## config.mk

```make
export PLATFORM = sky130hd
export DESIGN_NAME = sald_front
export DESIGN_NICKNAME = d
export VERILOG_FILES = /design/src/hdl/set_assoc_cache_lru_directory_macros.svh /design/src/hdl/sald_pkg.sv /design/src/hdl/sald_front.sv
export SDC_FILE = /design/constraint.sdc
export NUM_CORES = 1
export LEC_CHECK = 0
export BUFFER_PORTS_ARGS = -buffer_cell sky130_fd_sc_hd__buf_4
export CORE_MARGIN = 4
export CORE_UTILIZATION = 51
export DETAILED_ROUTE_END_ITERATION = 7
export PLACE_DENSITY = 0.84
export SLEW_MARGIN = 20
export SYNTH_ARGS = -nofsm -noshare
export SYNTH_HDL_FRONTEND = slang
export SYNTH_SLANG_ARGS = --single-unit
```

## constraint.sdc

```tcl
create_clock -name clock -period 4.38 [get_ports clock]
set_clock_uncertainty 0.1 [all_clocks]
set_input_delay 0.438 -clock clock [delete_from_list [all_inputs] [get_ports clock]]
set_output_delay 0.438 -clock clock [all_outputs]
set_load 0.01 [all_outputs]
```

## src/hdl/set_assoc_cache_lru_directory_macros.svh

```systemverilog
// ----------------------------------------------------------------------------
// Assertion macros for the LRU cache directory
// Immediate-consequence and next-cycle property checks; empty when SYNTH is set.
// ----------------------------------------------------------------------------
`ifndef SET_ASSOC_CACHE_LRU_DIRECTORY_MACROS_SVH
`define SET_ASSOC_CACHE_LRU_DIRECTORY_MACROS_SVH
`ifndef SYNTH
// consequence holds in the same cycle as the antecedent
`define SALD_ASSERT_SAME(label, clk, rst, ante, cons, msg) \
   label: assert property (@(posedge clk) disable iff (rst) (ante) |-> (cons)) \
      else $error(msg);
// consequence holds in the cycle after the antecedent
`define SALD_ASSERT_NEXT(label, clk, rst, ante, cons, msg) \
   label: assert property (@(posedge clk) disable iff (rst) (ante) |=> (cons)) \
      else $error(msg);
`else
`define SALD_ASSERT_SAME(label, clk, rst, ante, cons, msg)
`define SALD_ASSERT_NEXT(label, clk, rst, ante, cons, msg)
`endif
`endif

```

## src/hdl/sald_pkg.sv

```systemverilog
// ----------------------------------------------------------------------------
// sald_pkg
// Shared widths, register codes, item and result types of the cache directory.
// ----------------------------------------------------------------------------
package sald_pkg;

   // field widths
   localparam int ADDR_W        = 31;
   localparam int TAG_W         = 31;
   localparam int STAMP_W       = 32;
   localparam int ENTRY_W       = 1 + TAG_W + STAMP_W;
   localparam int MAX_SET_W     = 12;
   localparam int WORD_OFFSET_W = 16;
   localparam int RSP_WAY_W     = 2;
   localparam int RSP_SET_W     = 6;

   // configuration registers
   localparam int OFFSET_BITS_W   = 5;
   localparam int INDEX_BITS_W    = 3;
   localparam int MAX_OFFSET_BITS = 16;
   localparam int CSR_DATA_W      = 5;
   localparam int CSR_IDX_W       = 1;
   localparam logic [OFFSET_BITS_W-1:0] OFFSET_BITS_RESET = 5'd4;
   localparam logic [INDEX_BITS_W-1:0]  INDEX_BITS_RESET  = 3'd6;

   typedef enum logic [CSR_IDX_W-1:0] {
      CSR_OFFSET_BITS = 1'b0,
      CSR_INDEX_BITS  = 1'b1
   } csr_index_type;

   // geometry defaults and queue depth
   localparam int DEFAULT_WAYS = 4;
   localparam int DEFAULT_SETS = 64;
   localparam int QUEUE_DEPTH  = 2;

   // classified lookup item
   typedef struct packed {
      logic [TAG_W-1:0]         tag;
      logic [MAX_SET_W-1:0]     set;
      logic [WORD_OFFSET_W-1:0] word_offset;
      logic [ADDR_W-1:0]        line_start;
   } item_type;

   // one lookup result
   typedef struct packed {
      logic                     hit;
      logic [RSP_WAY_W-1:0]     way;
      logic [RSP_SET_W-1:0]     set_index;
      logic [WORD_OFFSET_W-1:0] word_offset;
      logic [ADDR_W-1:0]        refill_address;
   } result_type;

   // lookup engine states
   typedef enum logic [1:0] {
      BK_CLEAR,
      BK_IDLE,
      BK_LOOKUP
   } back_state_type;

endpackage

```

## src/hdl/sald_front.sv

```systemverilog
// ----------------------------------------------------------------------------
// sald_front
// Holds the field-width registers and splits an address into offset, set, tag.
// ----------------------------------------------------------------------------
module sald_front #(
   parameter int SETS = sald_pkg::DEFAULT_SETS
) (
   input  logic                             clock,
   input  logic                             reset,
   input  logic                             csr_wr_en,
   input  logic [sald_pkg::CSR_IDX_W-1:0]   csr_index,
   input  logic [sald_pkg::CSR_DATA_W-1:0]  csr_wdata,
   input  logic [sald_pkg::ADDR_W-1:0]      req_address,
   output sald_pkg::item_type               item
);
   import sald_pkg::*;

   // widest usable index field: floor(log2(SETS))
   localparam int IDX_LIM  = $clog2(SETS + 1) - 1;
   localparam int IB_CMP_W = INDEX_BITS_W + 1;
   localparam logic [ADDR_W-1:0] ADDR_ONES = '1;

   logic [OFFSET_BITS_W-1:0] offset_bits_ff, offset_bits_in;
   logic [INDEX_BITS_W-1:0]  index_bits_ff, index_bits_in;
   logic [OFFSET_BITS_W-1:0] ob;
   logic [IB_CMP_W-1:0]      ib_cmp;
   logic [INDEX_BITS_W-1:0]  ib;
   logic [OFFSET_BITS_W-1:0] shift;
   logic [ADDR_W-1:0]        off_mask;
   logic [ADDR_W-1:0]        off_full;
   logic [ADDR_W-1:0]        set_full;

   // register writes
   always_comb begin
      offset_bits_in = offset_bits_ff;
      index_bits_in  = index_bits_ff;
      if (csr_wr_en) begin
         unique case (csr_index)
            CSR_OFFSET_BITS: offset_bits_in = csr_wdata;
            CSR_INDEX_BITS:  index_bits_in  = csr_wdata[INDEX_BITS_W-1:0];
         endcase
      end
   end

   always_ff @(posedge clock) begin
      if (reset) begin
         offset_bits_ff <= OFFSET_BITS_RESET;
         index_bits_ff  <= INDEX_BITS_RESET;
      end else begin
         offset_bits_ff <= offset_bits_in;
         index_bits_ff  <= index_bits_in;
      end
   end

   // clamp field widths to what the geometry allows
   always_comb begin
      ob = (offset_bits_ff > OFFSET_BITS_W'(MAX_OFFSET_BITS)) ?
           OFFSET_BITS_W'(MAX_OFFSET_BITS) : offset_bits_ff;
      ib_cmp = ({1'b0, index_bits_ff} > IB_CMP_W'(IDX_LIM)) ?
               IB_CMP_W'(IDX_LIM) : {1'b0, index_bits_ff};
      ib    = ib_cmp[INDEX_BITS_W-1:0];
      shift = ob + OFFSET_BITS_W'(ib);
   end

   // address split
   always_comb begin
      off_mask         = ~(ADDR_ONES << ob);
      off_full         = req_address & off_mask;
      set_full         = (req_address >> ob) & ~(ADDR_ONES << ib);
      item.tag         = req_address >> shift;
      item.set         = set_full[MAX_SET_W-1:0];
      item.word_offset = off_full[WORD_OFFSET_W-1:0];
      item.line_start  = req_address & ~off_mask;
   end

endmodule

```

## Word-level counts from Yosys, hierarchy flattened

Cells that the tools add are included.

| word-level totals | value |
|---|---|
| register bits | 8 |
| input bits | 40 |
| output and inout port bits | 90 |
| word-level logic and storage cells | 20 |

| cells by class | value |
|---|---|
| add/sub/neg operators | 1 |
| magnitude comparators | 2 |
| shifts and indexed selects | 4 |
| multiplexer cells | 2 |
| bitwise gates (word level) | 7 |
| reduce and logical (&&, ||, !) cells | 2 |

Operator list:

| kind | number |
|---|---|
| $not 31->31 | 2 |
| $and 31x31->31 | 1 |
| $shl 31x3->12 const A | 1 |
| $shl 31x5->31 const A | 1 |
| $shr 31x5->12 | 1 |
| $shr 31x5->31 | 1 |
| $and 16x16->16 | 1 |
| $and 12x12->12 | 1 |
| $not 12->12 | 1 |
| $add 5x3->5 | 1 |
| $gt 5x5->1 const B | 1 |
| $mux 5 | 1 |
| $reduce_and 2->1 | 2 |
| $gt 3x3->1 const B | 1 |
| $mux 3 | 1 |
| $not 1->1 | 1 |

## Longest topological paths before layout

Gate-level depths: netlist of the first run.

| logic depth | value |
|---|---|
| word-level depth | 6 |
| mapped depth | 15 |

## Worst setup path before layout of the first run

No wires, ideal clock.

| path | value |
|---|---|
| path kind | register to output |
| from | register offset_bits_ff[0] |
| to | output port item[63] in the netlist's numbering |
| data arrival time | 3.054 ns |
| slack | 0.788 ns |
| cell stages (with the launch flop) | 13 |
| cells stage by stage | dfxtp_1 > buf_6 > nand2b_2 > inv_4 > buf_2 > ha_1 > ha_1 > or2_2 > o211ai_2 > clkbuf_1 > o211ai_1 > mux2_4 > a221oi_1 |

RTL lines:

| item | line | text |
|---|---|---|
| start: declaration | sald_front.sv:23 | `logic [OFFSET_BITS_W-1:0] offset_bits_ff, offset_bits_in;` |
| start signal: assignment | sald_front.sv:50 | `offset_bits_ff <= offset_bits_in;` |
| end: declaration | sald_front.sv:14 | `output sald_pkg::item_type item` |

==> metrics.txt, run 1 <==
Slew Viols, Final 0; Pwr Density 252 nW/um^2; antenna fix cells 0; Cell Area, Synth approximately 3300 um^2; library cells used by synthesis 61; drt drc 0; drt pass-1 iters 5; crit-path cells a21boi_4 > ha_1 > ha_1 > or2_2 > o211a_1 > mux2i_1 > nor2_1 > o221a_2 > a221oi_2 > buf_4; Min-Delay Path Class input pin to flop; WS Path Type flop to primary output; CTS tree built; Routability Congestion 1.03; final setup vio count 0; Num CTS Buffers 3; antenna-violating nets left 0; layout cells sized above 1 between 30% and 40%; post-layout util 68.4%; RSZ-0062 raised after global routing no; critical-path maximum fanout 17; sequential cell area fraction in the yosys report under 10%; Area Overhead vs Synth 26.9%; Synth top area share between 10% and 20%; wire per inst approximately 19 um; initial antenna violation count 0; I/O pins 130; Final min period a little over 4 ns; ranking of synthesized cells by area mux2i_1, mux4_2, nor2_1, a21oi_1, dfxtp_1; CP max stage delay roughly 0.65 ns; I/O Buffers approximately 120; cell taking the most area after synthesis mux2i_1; Slew @ Worst Pin between 1 and 1.5 ns; clk_lat worst skew approximately 0.23 ns; WP buf/inv 1; die height between 80 and 90 um; placed inst area between 4000 and 5000 um^2; max_slew headroom ~28%; pin count of the biggest net entering global routing 45; Pwr Total about 1100 uW; Initial Util 53.9%; CTS H-tree lvls 1; LEAKAGE 0.00198 uW; Max Buffers Root-to-Sink 2; final net count 584; Worst-path clk slew roughly 0.050 ns; Final TNS setup 0 ns; vias in the first global route 3,737; maximum VDD drop around 0.19 mV; prevailing post-synth register cell dfxtp_1; Cells after Synth around 450; Max Fclk 241 MHz; maxcap violations 0; std cell rows 28; Yosys reg bits 8; CP most frequent cell ha_1; hpwl dp around 8800 um; grt ovf 0; clk sinks 8; part of the cycle the worst path needs between 90 and 100%; Worst Setup Start Kind flop; most common cell in the synthesized netlist mux2i_1; Yosys warning count 0; CP endpoint kind primary output; gr usage total between 20 and 30%; vias per cell roughly 6.6; Vias approximately 4,000; die width 88.3 um; first-pass GRT wire length between 15,000 and 20,000 um; syn avg cell area between 7 and 8 um^2; CTS root buffer clkbuf_8; synth cell count leaders mux2i_1, nor2_1, nand2_1, clkbuf_1, a21oi_1; Post-synth EDFFs 0; Fin Hold WS around 0.31 ns; status finished, final reports clean; Req. time, crit path ~3.8 ns; post-route cell area around 4200 um^2; Top delay family on crit path compound AO/OA/AOI/OAI gates; CP max stage cell dfxtp_1; die area 7790 um^2; DR iter-0 viols between 400 and 500; Hold Fails Final Rpt 0; asr flop ratio synth 0%; Worst Path Arrival roughly 3.6 ns; Core ar. slightly above 6000 um^2; Routed Wire Length 11,500 um; Post-CTS Setup Inserts 0
==> cell families after synthesis <==
logic type               Yosys count  share of synthesized area [%]
buffers and inverters             67                           10.1
AND/OR/NAND/NOR                  164                           24.1
multiplexers                      85                           32.1
AO/OA/AOI/OAI                    124                           26.5
XOR/XNOR                           2                           1.10
other                              1                          0.114
adder cells (fa/ha/maj)            3                           1.14
flip-flops                         8                           4.87
==> cells in the final DEF, fill, tap and decap left out, types with 4 or more instances in the layout <==
cell type	synthesis	routed
buf_4	9	136
mux2i_1	61	61
nor2_1	48	48
nand2_1	40	40
a21oi_1	33	33
nor2b_1	17	17
o21ai_0	16	16
and2_1	16	16
mux4_2	15	15
a211oi_1	14	14
and3_1	11	11
nor3_1	9	9
mux2_2	8	8
nand3_1	8	8
dfxtp_1	8	8
o22ai_1	7	7
a211o_1	6	6
conb_1	1	6
inv_1	5	5
nand2b_1	4	4
a21o_1	4	4
or2_2	4	4
a221oi_1	4	4
a21boi_0	4	4
==> path summary, 6_finish.rpt <==
kind	from	endpoint	slack [ns]	cells after the start
worst min-delay path	csr_wdata[2]	offset_bits_ff[2]	0.31	2
worst max-delay path	index_bits_ff[1]	item[60]	0.22	10
worst min register to register	index_bits_ff[0]	index_bits_ff[0]	0.42	2
worst max register to register	offset_bits_ff[2]	offset_bits_ff[2]	3.10	4
==> through the flow <==
stage                     worst slack [ns]  instances
after floorplan                      0.788        459
after global placement               0.543        611
after detailed placement             0.462        611
after CTS                            0.209        614
after global routing                0.0641        614
final                                0.224        614
==> report_power, final <==
part           total [uW]  internal (uW)  switching, uW
clock                97.2           60.3           36.9
combinational         869            396            473
sequential           83.6           77.1           6.51
total                1050            533            517
==> final cells by class <==
| cell class | instances | area, um^2 |
|---|---|---|
| Tap cell | 75 | 93.8 |
| Timing Repair Buffer | 136 | 1020 |
| Multi-Input combinational cell | 384 | 2820 |
| Inverter | 8 | 32.5 |
| Sequential cell | 8 | 160 |
| Fill cell | 494 | 1930 |
| Clock buffer | 3 | 41.3 |
==> per-layer routing <==
metal / up-vias / GRT usage (%) / share of wire [%]
met5: - / 0 / 0
met4: 0 / 9.62 / 2.6
met3: 41 / 4.28 / 13
met2: 308 / 48.1 / 46
met1: 1843 / 37.4 / 38
li1: 1833 / - / -
==> registers in the layout, summed over array words and instances (netlist names) <==
signal and flops:
offset_bits_ff 5, index_bits_ff 3
==> timing repair <==
item | in CTS | in global routing
hold buffers | 0 | 0
endpoints found under the hold margin | 0 | 0
resized for setup | 0 | 1
endpoints found under the setup margin | 0 | 5
Note: power is estimated with default switching activity, not from simulation.
==> inputs of run 2 (changes only) <==
--- a/config.mk
+++ b/config.mk
@@ -7,10 +7,11 @@
 export LEC_CHECK = 0
 export BUFFER_PORTS_ARGS = -buffer_cell sky130_fd_sc_hd__buf_4
 export CORE_MARGIN = 4
-export CORE_UTILIZATION = 51
+export CORE_UTILIZATION = 52
+export CTS_BUF_LIST = sky130_fd_sc_hd__clkbuf_2
 export DETAILED_ROUTE_END_ITERATION = 7
-export PLACE_DENSITY = 0.84
-export SLEW_MARGIN = 20
+export MAX_ROUTING_LAYER = met4
+export PLACE_DENSITY = 0.86
 export SYNTH_ARGS = -nofsm -noshare
 export SYNTH_HDL_FRONTEND = slang
 export SYNTH_SLANG_ARGS = --single-unit
==> run 2 against run 1 <==
Setup slack better by 0.053 ns. Flip-flop and latch count stayed put. Combinational power barely moved. Hold slack worse by 0.0076 ns. Register-to-register slack gained 0.07 ns. Critical path type unchanged.
==> metrics.txt, run 2 (same netlist as run 1, synthesis figures left out) <==
final std cells w/o fill 616 (+0.33%); Area Overhead vs Synth 26.4%; fill count 541 (+9.5%); I/O Buffers 123 (unchanged); Worst-path clk slew 0.10 ns (+0.05 ns); final net count 585 (+0.17%); max_slew headroom 26.1% (-2.1 points); vias per cell 6.41 (-2.3%); Final TNS setup 0 ns (unchanged); Final WS setup 0.278 ns (+0.0531 ns); reg-to-reg critical path endpoint offset_bits_ff[2]; most frequent cells in the layout buf_4, mux2i_1, nor2_1; final setup vio count 0 (unchanged); Top delay family on crit path compound AO/OA/AOI/OAI gates; LEAKAGE 0.00198 uW (unchanged); crit-path cells a21boi_4 > ha_1 > ha_1 > a21o_1 > a211o_1 > o21a_1 > nor2_1 > a22oi_1 > o21a_1 > buf_4; Initial Util 54.5% (+0.63 points); initial antenna violation count 1 (+1); CTS root buffer clkbuf_2; Core ar. 6030 um^2 (-1.1%); Worst Setup Start Kind flop; grt ovf 0 (unchanged); Pwr Total 1000 uW (-4.4%); Reg2Reg Depth 3 (-1); CTS tree built; Worst Setup Slack post-DPL 0.546 ns (+0.0849 ns); vias in the first global route 3,725 (-0.32%); Hold Fails Final Rpt 0 (unchanged); clk_lat worst skew 0.25 ns (+0.02 ns); Hold Crit Endpoint offset_bits_ff[4]; Pwr Density 242 nW/um^2 (-4.1%); Placed Cells 612 (+0.16%); hold path depth 3 (+1); hpwl dp 9370 um (+5.9%); r2r setup slk 3.17 ns (+0.07 ns); RSZ-0062 raised after global routing no; critical-path maximum fanout 15 (-2); wire per inst 19.4 um (+3.7%); layout cells sized above 1 33.3% (+0.49 points); gr usage total 31.8% (+3.2 points); Slew @ Worst Pin 1.11 ns (+0.0316 ns); WP buf/inv 1 (unchanged); min-delay src csr_wdata[4]; Vias 3,946 (-2.0%); part of the cycle the worst path needs 93.7% (-1.2 points); first-pass GRT wire length 18,900 um (+5.1%); Num CTS Buffers 3 (unchanged); status finished, final reports clean; CTS H-tree lvls 1 (unchanged); clk sinks 8 (unchanged); CP max stage delay 0.66 ns (about the same); Worst Path Arrival 3.56 ns (-0.06 ns); Max Buffers Root-to-Sink 2 (unchanged); maxcap violations 0 (unchanged); Final min period 4.10 ns (-0.0531 ns); Post-CTS Setup Inserts 0 (unchanged); std cell rows 28 (unchanged); drt pass-1 iters 5 (unchanged); I/O pins 130 (unchanged); antenna-violating nets left 0 (unchanged); CP max stage cell dfxtp_1; die area 7650 um^2 (-1.7%); Fin Hold WS 0.307 ns (-0.00756 ns); Min-Delay Path Class input pin to flop; maximum VDD drop 0.237 mV (+23%); die width 87.5 um (-0.88%); CP endpoint kind primary output; Slew Viols, Final 0 (unchanged); pin count of the biggest net entering global routing 45 (unchanged); die height 87.5 um (-0.88%); Routability Congestion 0.970 (-5.5%); max reg flops 5 (unchanged); drt drc 0 (unchanged); DR iter-0 viols 386 (-10%); Max Fclk 244 MHz (+1.3%); Routed Wire Length 12,000 um (+4.0%); WS Path Type flop to primary output; worst r2r src offset_bits_ff[2]; commonest non-fill, non-tap cell in the layout buf_4; Largest Register offset_bits_ff; Top Registers offset_bits_ff x5, index_bits_ff x3; Req. time, crit path 3.84 ns (about the same)
-- run 2: stage by stage --
stage          utilization (%)  area [um^2]
5_1_grt                   68.9         4150
2_1_floorplan                -         3300
3_5_place_dp              68.5         4130
4_1_cts                   68.7         4140
3_3_place_gp              68.5         4130
6_report                  68.9         4150
-- run 2: worst max path at each step --
stage | endpoint | cells after the start | slack, ns | start
finish | item[65] | 10 | 0.28 | index_bits_ff[1]
global route | item[63] | 8 | 0.005 | index_bits_ff[1]
CTS | item[61] | 12 | 0.26 | offset_bits_ff[4]
detailed placement | item[61] | 12 | 0.55 | offset_bits_ff[4]
global placement | item[63] | 8 | 0.61 | index_bits_ff[1]
floorplan | item[63] | 12 | 0.79 | offset_bits_ff[0]
-- run 2: timing repair --
item                                    CTS  global route
hold endpoints to repair                  0             0
hold buffers                              0             0
endpoints found under the setup margin    0             5
resized for setup                         0             3
-- run 2: per-layer routing --
metal  track usage [%]  share of wire [%]
met4              6.14                1.1
met5                 -                  0
met1              41.4                 41
met3              4.16                9.5
met2              52.7                 48
-- run 2: power by group --
part | total (uW) | internal (uW) | switching, uW
Clock | 48.8 | 18.7 | 30.1
Sequential | 85.9 | 76.9 | 9.00
Combinational | 869 | 396 | 473
-- run 2: cell type report --
class | instances | area [um^2] | share of cell area [%]
Timing Repair Buffer | 137 | 1030 | 24.9
Inverter | 8 | 36.3 | 0.874
Antenna cell | 1 | 2.50 | 0.0603
Sequential cell | 8 | 161 | 3.89
Clock buffer | 3 | 15.0 | 0.362
Multi-Input combinational cell | 384 | 2810 | 67.7
Tap cell | 75 | 93.8 | 2.26
-- run 2: worst min-delay path, cell delays in order --
cell and delay [ns]:
buf_4 0.08, a21oi_1 0.05, nor2_1 0.07
