`src/hdl/set_assoc_cache_lru_directory_macros.svh`:
```
// ----------------------------------------------------------------------------
// Assertion macros for the LRU cache directory
// Immediate-consequence and next-cycle property checks; empty when SYNTH is set.
// ----------------------------------------------------------------------------
`ifndef SET_ASSOC_CACHE_LRU_DIRECTORY_MACROS_SVH
`define SET_ASSOC_CACHE_LRU_DIRECTORY_MACROS_SVH
`ifndef SYNTH
// consequence holds in the same cycle as the antecedent
`define SALD_ASSERT_SAME(label, clk, rst, ante, cons, msg) \
   label: assert property (@(posedge clk) disable iff (rst) (ante) |-> (cons)) \
      else $error(msg);
// consequence holds in the cycle after the antecedent
`define SALD_ASSERT_NEXT(label, clk, rst, ante, cons, msg) \
   label: assert property (@(posedge clk) disable iff (rst) (ante) |=> (cons)) \
      else $error(msg);
`else
`define SALD_ASSERT_SAME(label, clk, rst, ante, cons, msg)
`define SALD_ASSERT_NEXT(label, clk, rst, ante, cons, msg)
`endif
`endif

```
`src/hdl/sald_pkg.sv`:
```
// ----------------------------------------------------------------------------
// sald_pkg
// Shared widths, register codes, item and result types of the cache directory.
// ----------------------------------------------------------------------------
package sald_pkg;

   // field widths
   localparam int ADDR_W        = 31;
   localparam int TAG_W         = 31;
   localparam int STAMP_W       = 32;
   localparam int ENTRY_W       = 1 + TAG_W + STAMP_W;
   localparam int MAX_SET_W     = 12;
   localparam int WORD_OFFSET_W = 16;
   localparam int RSP_WAY_W     = 2;
   localparam int RSP_SET_W     = 6;

   // configuration registers
   localparam int OFFSET_BITS_W   = 5;
   localparam int INDEX_BITS_W    = 3;
   localparam int MAX_OFFSET_BITS = 16;
   localparam int CSR_DATA_W      = 5;
   localparam int CSR_IDX_W       = 1;
   localparam logic [OFFSET_BITS_W-1:0] OFFSET_BITS_RESET = 5'd4;
   localparam logic [INDEX_BITS_W-1:0]  INDEX_BITS_RESET  = 3'd6;

   typedef enum logic [CSR_IDX_W-1:0] {
      CSR_OFFSET_BITS = 1'b0,
      CSR_INDEX_BITS  = 1'b1
   } csr_index_type;

   // geometry defaults and queue depth
   localparam int DEFAULT_WAYS = 4;
   localparam int DEFAULT_SETS = 64;
   localparam int QUEUE_DEPTH  = 2;

   // classified lookup item
   typedef struct packed {
      logic [TAG_W-1:0]         tag;
      logic [MAX_SET_W-1:0]     set;
      logic [WORD_OFFSET_W-1:0] word_offset;
      logic [ADDR_W-1:0]        line_start;
   } item_type;

   // one lookup result
   typedef struct packed {
      logic                     hit;
      logic [RSP_WAY_W-1:0]     way;
      logic [RSP_SET_W-1:0]     set_index;
      logic [WORD_OFFSET_W-1:0] word_offset;
      logic [ADDR_W-1:0]        refill_address;
   } result_type;

   // lookup engine states
   typedef enum logic [1:0] {
      BK_CLEAR,
      BK_IDLE,
      BK_LOOKUP
   } back_state_type;

endpackage

```
`src/hdl/sald_queue.sv`:
```
// ----------------------------------------------------------------------------
// sald_queue
// Short FIFO of classified items between the front and the lookup engine.
// ----------------------------------------------------------------------------
module sald_queue (
   input  logic               clock,
   input  logic               reset,
   input  logic               push,
   input  sald_pkg::item_type push_item,
   input  logic               pop,
   output sald_pkg::item_type head,
   output logic               empty,
   output logic               full
);
   import sald_pkg::*;

   localparam int DEPTH = QUEUE_DEPTH;
   localparam int PTR_W = (DEPTH > 1) ? $clog2(DEPTH) : 1;
   localparam int CNT_W = $clog2(DEPTH + 1);

   item_type           slot_ff [DEPTH];
   logic [PTR_W-1:0]   wr_ptr_ff, wr_ptr_in;
   logic [PTR_W-1:0]   rd_ptr_ff, rd_ptr_in;
   logic [CNT_W-1:0]   count_ff, count_in;

   assign head  = slot_ff[rd_ptr_ff];
   assign empty = (count_ff == '0);
   assign full  = (count_ff == CNT_W'(DEPTH));

   // pointer and fill count update
   always_comb begin
      wr_ptr_in = wr_ptr_ff;
      rd_ptr_in = rd_ptr_ff;
      count_in  = count_ff;
      if (push) begin
         wr_ptr_in = (wr_ptr_ff == PTR_W'(DEPTH - 1)) ? '0 : wr_ptr_ff + 1'b1;
      end
      if (pop) begin
         rd_ptr_in = (rd_ptr_ff == PTR_W'(DEPTH - 1)) ? '0 : rd_ptr_ff + 1'b1;
      end
      if (push && !pop) begin
         count_in = count_ff + 1'b1;
      end else if (pop && !push) begin
         count_in = count_ff - 1'b1;
      end
   end

   always_ff @(posedge clock) begin
      if (reset) begin
         wr_ptr_ff <= '0;
         rd_ptr_ff <= '0;
         count_ff  <= '0;
      end else begin
         wr_ptr_ff <= wr_ptr_in;
         rd_ptr_ff <= rd_ptr_in;
         count_ff  <= count_in;
      end
   end

   // storage
   always_ff @(posedge clock) begin
      if (push) begin
         slot_ff[wr_ptr_ff] <= push_item;
      end
   end

endmodule

```
`config.mk`:
```
export PLATFORM = sky130hd
export DESIGN_NAME = sald_queue
export DESIGN_NICKNAME = d
export VERILOG_FILES = /design/src/hdl/set_assoc_cache_lru_directory_macros.svh /design/src/hdl/sald_pkg.sv /design/src/hdl/sald_queue.sv
export SDC_FILE = /design/constraint.sdc
export NUM_CORES = 1
export LEC_CHECK = 0
export BUFFER_PORTS_ARGS = -buffer_cell sky130_fd_sc_hd__buf_2
export CAP_MARGIN = 20
export CORE_MARGIN = 1.5
export CORE_UTILIZATION = 52
export CTS_CLUSTER_DIAMETER = 50
export DETAILED_ROUTE_END_ITERATION = 8
export PLACE_DENSITY = 0.79
export SYNTH_ARGS = -nofsm -noshare
export SYNTH_HDL_FRONTEND = slang
export SYNTH_SLANG_ARGS = --single-unit
export TNS_END_PERCENT = 5
```
`constraint.sdc`:
```
create_clock -name clock -period 7.02 [get_ports clock]
set_input_delay 1.404 -clock clock [delete_from_list [all_inputs] [get_ports clock]]
set_output_delay 1.404 -clock clock [all_outputs]
set_load 0.02 [all_outputs]
```
Word-level counts from Yosys, hierarchy flattened
Memories as Yosys holds them, arrays and structs flattened. A register that Yosys moved wholly into a read port is not among the register bits. Index checks and enable logic that the tools add are counted.

Flip-flop bits (word level): 4. Memory bits (writable): 180. Input bits: 94. Output and inout bits: 92. Word-level logic and storage cells: 23. Memories: 1.

Add/sub/neg operators: 4. Eq/ne operators: 1. Muxes and demuxes: 8. Reduce and logical (&&, ||, !) cells: 6.

Memory list: slot_ff (words 2, width 90, read ports 1, clocked after memory_dff 1, write ports 1, line sald_queue.sv:21) `item_type slot_ff [DEPTH];`.

Operators by type and width (count): $mux W1 (6); $mux W2 (2); $add A1 B1 Y1 const B (2); $add A2 B1 Y2 const B (1); $eq A2 B2 Y1 const B (1); $logic_and A1 B1 Y1 (2); $logic_not A1 Y1 (2); $logic_not A2 Y1 (1); $reduce_bool A2 Y1 (1); $sub A2 B1 Y2 const B (1).

Longest topological paths before layout
Gate-level depths: netlist of the first run.

Word-level depth: 4. Mapped depth: 5.

Least setup slack after synthesis of the first run
Ideal clock, no wire load.

Path type: input port to flip-flop. Start point: in push. End point: mem slot_ff[0][0] in the netlist's numbering, enable pin. Library setup time: 0.550 ns. Arrival: 5.329 ns. Data required time: 6.470 ns. Slack: 1.141 ns. Stages on the path: 1. Buffers on the path: 0. Path through: nor2b_1.

Cells in the longest elaborated chain, start to end: 2.

RTL lines: from (decl) (line sald_queue.sv:8) `input logic push,`; $mux W1 (line sald_queue.sv:62) `if (push) begin`; $mux W1 (not written as such) (line sald_queue.sv:63) `slot_ff[wr_ptr_ff] <= push_item;`; to (decl) (line sald_queue.sv:21).

Every way passes these cells.

==> results of run 1 <==
==> metal layers <==
metal  GRT usage, %  part of all wire (%)
met4          7.068                   1.3
met3          8.445                   8.9
met2          29.59                    52
met5              0                     0
met1          17.60                    38
==> critical path, delay by kind of cell (launching register included) <==
family	cells	cell delay [ns]
mux	1	0.42
flops	1	0.68
buf+inv	2	0.83
==> cell usage in the layout, fill, tap and decap left out, drive strengths merged <==
| cell | instances |
|---|---|
| buf | 189 |
| edfxtp | 180 |
| mux2 | 90 |
| clkbuf | 18 |
| clkinv | 8 |
| nor2 | 5 |
| dfxtp | 5 |
| clkinvlp | 3 |
| bufinv | 3 |
| xor2 | 2 |
| xnor2 | 2 |
| and2b | 1 |
| and2 | 1 |
| inv | 1 |
| nor2b | 1 |
| o21ai | 1 |
| or3 | 1 |
| a21oi | 1 |
| ha | 1 |
==> cells by family (layout without fill, tap and decap cells) <==
group                      count (synthesis)  after routing  synth area share, %
and+or+nand+nor                            9              9               0.6876
muxes                                     90             90                15.05
DFF                                      185            185                81.74
AOI/OAI and AO/OA                          2              2               0.1485
buffers and inverters                     11            222                1.672
xor gates and xnor gates                   4              4               0.5203
adders and majority gates                  1              1               0.1857
==> state kept, by name, indices dropped and copies added (netlist names), named ones only <==
signal and flops:
slot_ff 180, wr_ptr_ff 1, rd_ptr_ff 1, count_ff 2
==> final timing paths <==
path                              endpoint  depth (start not counted)
setup / recovery                  head[40]                          3
hold reg to reg   count_ff[1]$_SDFFE_PP0P_                          2
hold / removal    count_ff[1]$_SDFFE_PP0P_                          2
setup reg to reg  slot_ff[1][63]$_DFFE_PP_                          2
==> layout make-up <==
class	count	area, µm²	share of cell area (%)
tap	172	215.2	2.559
clock buffer	18	429.2	5.103
multi-input combinational	106	1127	13.41
inverter	1	3.754	0.04464
sequential	185	5509	65.51
timing repair buffer	189	968.4	11.52
clock inverter	14	156.4	1.860
==> through the flow <==
stage               worst slack [ns]  hold WS, ns  instance area [µm²]  utilization (%)  power (W)
global placement               3.460       0.4803                 7804            61.84   0.001624
CTS                            3.162       0.5226                 8389            66.48   0.002562
finish                         3.208       0.5151                 8409            66.64   0.002540
floorplan                      1.141       0.4614                 6735                -   0.001534
detailed placement             3.411       0.5024                 7804            61.84   0.001635
global route                   3.070       0.5834                 8409            66.64   0.002627
==> power by group through the flow <==
stage                     registers (W)  logic (W)  clock network (W)
after global placement          0.00133   0.000292                  0
after global routing            0.00132   0.000320           0.000988
after detailed placement        0.00134   0.000297                  0
final                           0.00131   0.000298           0.000929
after floorplan                 0.00133   0.000205                  0
after CTS                       0.00131   0.000300           0.000947
==> cell usage after synthesis <==
cell,n
inv_1,1
nor2_1,5
xnor2_1,2
and2_1,1
mux2_2,90
nor2b_1,1
edfxtp_1,180
and2b_2,1
dfxtp_1,5
o21ai_0,1
or3_1,1
buf_6,9
buf_4,1
a21oi_1,1
xor2_1,2
ha_1,1
==> out/results.tsv, run 1 <==
metric	value	unit
clock sink count	185	
CTS Root Cell	clkbuf_16	
Net Sw Power	0.0005750	W
synth warn	0	
initial antenna violation count	0	
Fmax	0.2624	GHz
worst rel slew slack	53.52	%
Yosys top cell area share	80.25	%
Critical Path Sink Type	primary output	
Placer Congestion	0.6690	
share of post-route cells with drive strength above 1	60.62	%
wire per inst	16.86	µm
r2r setup slk	4.99	ns
Post-DRT Antenna Nets	0	
drt pass-1 iters	4	
Area Growth Syn to Fin	24.86	%
Final Slew Violations	0	
count of cell types in the netlist	16	
post-CTS setup buffers	0	
Final HPWL DP	7459	µm
clk buf depth	2	
# diodes	0	
Syn Inst Count	302	
DRC	0	
r2r startpoint	wr_ptr_ff$_SDFFE_PP0P_	
Remaining Overflow, GRT	0	
Hold Crit Start	count_ff[1]$_SDFFE_PP0P_	
number of global-route vias before repair	3466	
fillers	879	
crit path kind	register to primary output	
Worst Skew	0.002949	ns
Starting Density	53.37	%
min Tclk post-route	3.812	ns
net switching fraction of the power	22.64	%
CP max stage cell	dfxtp_4	
Max VDD drop	0.2124	mV
hold_buf cts	0	
max cap viols	0	
die width	116.8	µm
die height	116.8	µm
die area	13640	µm²
post-CTS sizing	0	
number of I/O port buffers	185	
cell-internal power	0.001965	W
startpoint types	register	
dominant cell type by area after synthesis	edfxtp_1	
unrepaired setup endpoints after global routing	no	
average size of a mapped cell	22.30	µm²
drt total wl	11550	µm
total number of vias	3392	
endpoints failing setup	0	
crit path DAT	2.41	ns
GRT Total Usage	17.04	%
sequential fraction of the synthesis area	81.74	%
Least-Margin Pin Slew	0.6972	ns
Tcrit/Tclk final	54.30	%
endpoints failing hold	0	
# IOs	186	
pwr/cell area	302.0	nW/µm²
Worst EP required	5.62	ns
Final Non-Filler Cells	685	
htree depth	4	
core area	12620	µm²
first-pass GRT wire length	16620	µm
Logic pwr share	11.7	%
Clock Latency Late Sink	0.42	ns
critical-path cell list	buf_4 -> mux2_2 -> buf_2	
final setup TNS	0	ns
Crit Path Max Fanout	51	
Synth area leaders	edfxtp_1 (80%), mux2_2 (15%), buf_6 (1.5%)	
outcome	finished, final reports clean	
Iter 0 DRT Violations	146	
sequential share of power	51.7	%
Synth Register Bits	185	
row count	41	
Cell Area, Synth	6735	µm²
slowest stage delay, CP	0.68	ns
clock buffer count from CTS	17	
syn nets	397	
fin nets	595	
Hold Path Class	register to register	
Clock power frac	36.6	%
largest net degree at the start of global routing	53	
Post-Place Cells	652	
clk slew on worst S/H paths	0.06	ns
CTS tree	yes	
post-DR vias/cell	4.952	
leakage	3.158	nW
No activity file was read; power rests on OpenSTA's default activity.
==> run 2, diff against run 1 <==
- clock period: 7.02 -> 3.8 ns (I/O delays scaled with it)
==> out/results.tsv, run 2 (synthesized netlist as in run 1, its figures left out) <==
metric	value	unit
largest net degree at the start of global routing	58	
die height	116.8	µm
post-CTS setup buffers	0	
clock sink count	185	
# IOs	186	
Hold Path Class	primary input to register	
sequential share of power	51.3	%
endpoints failing setup	0	
Fmax	0.3478	GHz
Worst EP required	3.04	ns
Clock Latency Late Sink	0.42	ns
worst rel slew slack	52.51	%
post-DR vias/cell	4.964	
CTS Root Cell	clkbuf_16	
Crit Path Max Fanout	48	
htree depth	4	
endpoints failing hold	0	
Worst Skew	0.005222	ns
wire per inst	17.06	µm
grt met3 use	6.025	%
Placer Congestion	0.7509	
crit path kind	register to primary output	
Logic pwr share	11.6	%
Iter 0 DRT Violations	128	
min Tclk post-route	2.875	ns
hold_buf cts	0	
max reg flops	180	
crit path DAT	2.12	ns
clk buf depth	2	
number of global-route vias before repair	3385	
clk slew on worst S/H paths	0.07	ns
first-pass GRT wire length	16790	µm
DRC	0	
cell-internal power	0.003692	W
outcome	finished, final reports clean	
drt pass-1 iters	4	
max cap viols	0	
Least-Margin Pin Slew	0.7123	ns
clock buffer count from CTS	17	
startpoint types	register	
drt total wl	11700	µm
Max VDD drop	0.3316	mV
core area	12620	µm²
grt met1 use	20.05	%
Tcrit/Tclk final	75.67	%
most frequent cells in the layout	buf_2 (185), edfxtp_1 (180), mux2_2 (90)	
unrepaired setup endpoints after global routing	no	
Starting Density	53.37	%
most common cell after layout, fill and taps aside	buf_2	
Final Slew Violations	0	
leakage	3.173	nW
Post-DRT Antenna Nets	0	
pwr/cell area	560.9	nW/µm²
Clock power frac	37.1	%
total number of vias	3405	
Net Sw Power	0.001042	W
Remaining Overflow, GRT	0	
die area	13640	µm²
GRT Total Usage	17.13	%
met2 Resource Use GR	28.19	%
largest register by flop count	slot_ff	
fin nets	595	
die width	116.8	µm
Area Growth Syn to Fin	25.32	%
final setup TNS	0	ns
row count	41	
Critical Path Sink Type	primary output	
initial antenna violation count	1	
CTS tree	yes	
Final HPWL DP	7674	µm
number of I/O port buffers	185	
net switching fraction of the power	22.00	%
share of post-route cells with drive strength above 1	60.62	%
biggest regs	slot_ff: 180 flops, count_ff: 2 flops	
post-CTS sizing	0	
Post-Route Utilization	66.88	%
GRT busiest layer	met2	
==> run 2: cell types whose count changed in the layout (fill, tap and decap cells not counted), sizes merged <==
| cell | previous run | this run |
|---|---|---|
| clkbuf | 18 | 24 |
| clkinv | 8 | 3 |
| clkinvlp | 3 | 2 |
| diode | 0 | 1 |
==> run 2: worst max-delay path: stages, from the launching register on <==
cell,delay [ns]
dfxtp_4,0.76
buf_12,0.33
mux2_2,0.38
buf_2,0.16
==> run 2: worst paths after layout <==
path,start,to,slack [ns],depth (start not counted)
hold reg to reg,count_ff[1]$_SDFFE_PP0P_,count_ff[1]$_SDFFE_PP0P_,0.52,2
hold / removal,push_item[58],slot_ff[1][58]$_DFFE_PP_,0.52,1
setup reg to reg,wr_ptr_ff$_SDFFE_PP0P_,slot_ff[1][82]$_DFFE_PP_,2.15,2
setup / recovery,register,head[79],0.92,3
==> run 2: per-stage QoR <==
step / power (W) / setup WS (ns) / hold slack, ns / cell area [µm²] / cells
2_1_floorplan: 0.002829 / 0.2528 / 0.4614 / 6738 / 302
3_5_place_dp: 0.003029 / 1.337 / 0.5138 / 7836 / 653
3_3_place_gp: 0.003009 / 1.349 / 0.4790 / 7836 / 653
5_1_grt: 0.004897 / 0.8187 / 0.5051 / 8441 / 686
6_report: 0.004734 / 0.9246 / 0.5242 / 8441 / 686
4_1_cts: 0.004777 / 0.8787 / 0.5038 / 8438 / 685
==> run 2: layout make-up <==
type	count	area, µm²
Sequential cell	185	5509
Fill cell	883	4179
Multi-Input combinational cell	106	1127
Timing Repair Buffer	189	980.9
Clock buffer	24	481.7
Tap cell	172	215.2
Clock inverter	8	120.1
Inverter	1	3.754
Antenna cell	1	2.502
==> run 2: power groups by stage <==
stage / clock (W) / sequential, W / combinational [W]
floorplan: 0 / 0.00245 / 0.000378
detailed placement: 0 / 0.00248 / 0.000553
finish: 0.00176 / 0.00243 / 0.000548
global route: 0.00187 / 0.00244 / 0.000588
CTS: 0.00179 / 0.00243 / 0.000557
global placement: 0 / 0.00247 / 0.000542
==> run 2: layer usage <==
layer  up-vias  routed length [µm]  part of all wire, %
li1       1591                   -                    -
met1      1680                4695                   40
met2       114                6023                   51
met3        20                 739                  6.3
met4         0                 245                  2.1
met5         -                   0                    0
==> run 3, diff against run 2 <==
- CORE_UTILIZATION: 52 -> 47
- PLACE_DENSITY: 0.79 -> 0.76
- clock period: 3.8 -> 2.31 ns (I/O delays scaled with it)
==> out/results.tsv, run 3 (synthesized netlist as in run 1, its figures left out) <==
metric	value	unit
leakage	3.179	nW
number of global-route vias before repair	3391	
net switching fraction of the power	22.77	%
Post-DRT Antenna Nets	0	
pwr/cell area	901.1	nW/µm²
clock sink count	185	
Worst Hold Depth	1	
drt pass-1 iters	4	
Placer Congestion	0.7194	
Crit Path Max Fanout	18	
outcome	finished, final reports clean	
die width	122.7	µm
Worst EP required	1.85	ns
most frequent cells in the layout	buf_2 (185), edfxtp_1 (180), mux2_2 (90)	
crit path DAT	1.76	ns
Hold Path Class	primary input to register	
# IOs	186	
fillers	1039	
Clock power frac	35.6	%
number of I/O port buffers	185	
Area Growth Syn to Fin	25.64	%
post-CTS sizing	0	
Worst Skew	0.004559	ns
Least-Margin Pin Slew	0.5272	ns
endpoints failing hold	0	
initial antenna violation count	0	
Final HPWL DP	7716	µm
unrepaired setup endpoints after global routing	no	
fin nets	599	
Tcrit/Tclk final	96.38	%
Net Sw Power	0.001736	W
CTS tree	yes	
row count	43	
post-CTS setup buffers	0	
post-DR vias/cell	4.822	
Iter 0 DRT Violations	151	
cell-internal power	0.005889	W
total number of vias	3361	
r2r worst-path depth	2	
total power	0.007625	W
GRT Total Usage	15.20	%
min Tclk post-route	2.226	ns
drt total wl	11340	µm
worst hold slack	0.2313	ns
worst rel slew slack	64.85	%
Remaining Overflow, GRT	0	
largest register by flop count	slot_ff	
hold_buf cts	0	
core area	13930	µm²
biggest regs	slot_ff: 180 flops, count_ff: 2 flops	
Clock Latency Late Sink	0.41	ns
sequential share of power	52.2	%
clk slew on worst S/H paths	0.06	ns
die height	122.7	µm
clock buffer count from CTS	17	
Logic pwr share	12.2	%
max reg flops	180	
max cap viols	0	
# diodes	0	
Max VDD drop	0.5381	mV
CTS Root Cell	clkbuf_16	
die area	15060	µm²
Critical Path Sink Type	primary output	
share of post-route cells with drive strength above 1	60.93	%
clk buf depth	2	
most common cell after layout, fill and taps aside	buf_2	
first-pass GRT wire length	16780	µm
Fmax	0.4492	GHz
endpoints failing setup	0	
Starting Density	48.33	%
wire per inst	16.28	µm
Final Slew Violations	0	
crit path kind	register to primary output	
DRC	0	
startpoint types	register	
largest net degree at the start of global routing	53	
htree depth	4	
[run 3: area by class of cell]
class / instances / area [µm²] / share of cell area [%]
repair buffers: 193 / 1036 / 12.24
well taps: 180 / 225.2 / 2.662
clock inverters: 13 / 127.6 / 1.508
inverters: 1 / 3.754 / 0.04436
clock buffers: 19 / 432.9 / 5.116
multi-input cells: 106 / 1127 / 13.32
flip-flops and latches: 185 / 5509 / 65.10
[run 3: power by group through the flow]
| stage | Combinational [W] | Clock, W | Sequential (W) |
|---|---|---|---|
| floorplan | 0.000623 | 0 | 0.00403 |
| global placement | 0.000925 | 0 | 0.00404 |
| detailed placement | 0.000943 | 0 | 0.00405 |
| CTS | 0.000948 | 0.00278 | 0.00398 |
| global route | 0.00100 | 0.00293 | 0.00399 |
| finish | 0.000933 | 0.00271 | 0.00398 |
[run 3: worst paths after layout]
| path | start | to | slack, ns |
|---|---|---|---|
| hold reg to reg | count_ff[1]$_SDFFE_PP0P_ | count_ff[1]$_SDFFE_PP0P_ | 0.51 |
| setup / recovery | register | head[11] | 0.08 |
| hold / removal | push_item[77] | slot_ff[0][77]$_DFFE_PP_ | 0.23 |
| setup reg to reg | wr_ptr_ff$_SDFFE_PP0P_ | slot_ff[1][10]$_DFFE_PP_ | 0.88 |
[run 3: stage by stage]
stage,instances,cell area (µm²),worst slack (ns),TNS (ns),util (%)
after floorplan,302,6743,-0.6882,-61.94,-
after global placement,665,7901,0.5398,0,56.70
after detailed placement,665,7901,0.5121,0,56.70
after CTS,697,8462,0.05319,0,60.73
after global routing,697,8462,0.005567,0,60.73
final,697,8462,0.08360,0,60.73
[run 3: worst max-delay path, cell delays in order (launching register included)]
cell and delay (ns):
dfxtp_4 0.52, buf_4 0.29, mux2_2 0.37, buf_2 0.16
[run 3: per-layer routing]
| layer | global-route usage (%) | share of wire (%) | vias up |
|---|---|---|---|
| met1 | 18.33 | 41 | 1618 |
| met2 | 24.69 | 50 | 130 |
| met4 | 6.323 | 1.6 | 0 |
| li1 | - | - | 1597 |
| met5 | 0 | 0 | - |
| met3 | 5.623 | 7.9 | 16 |
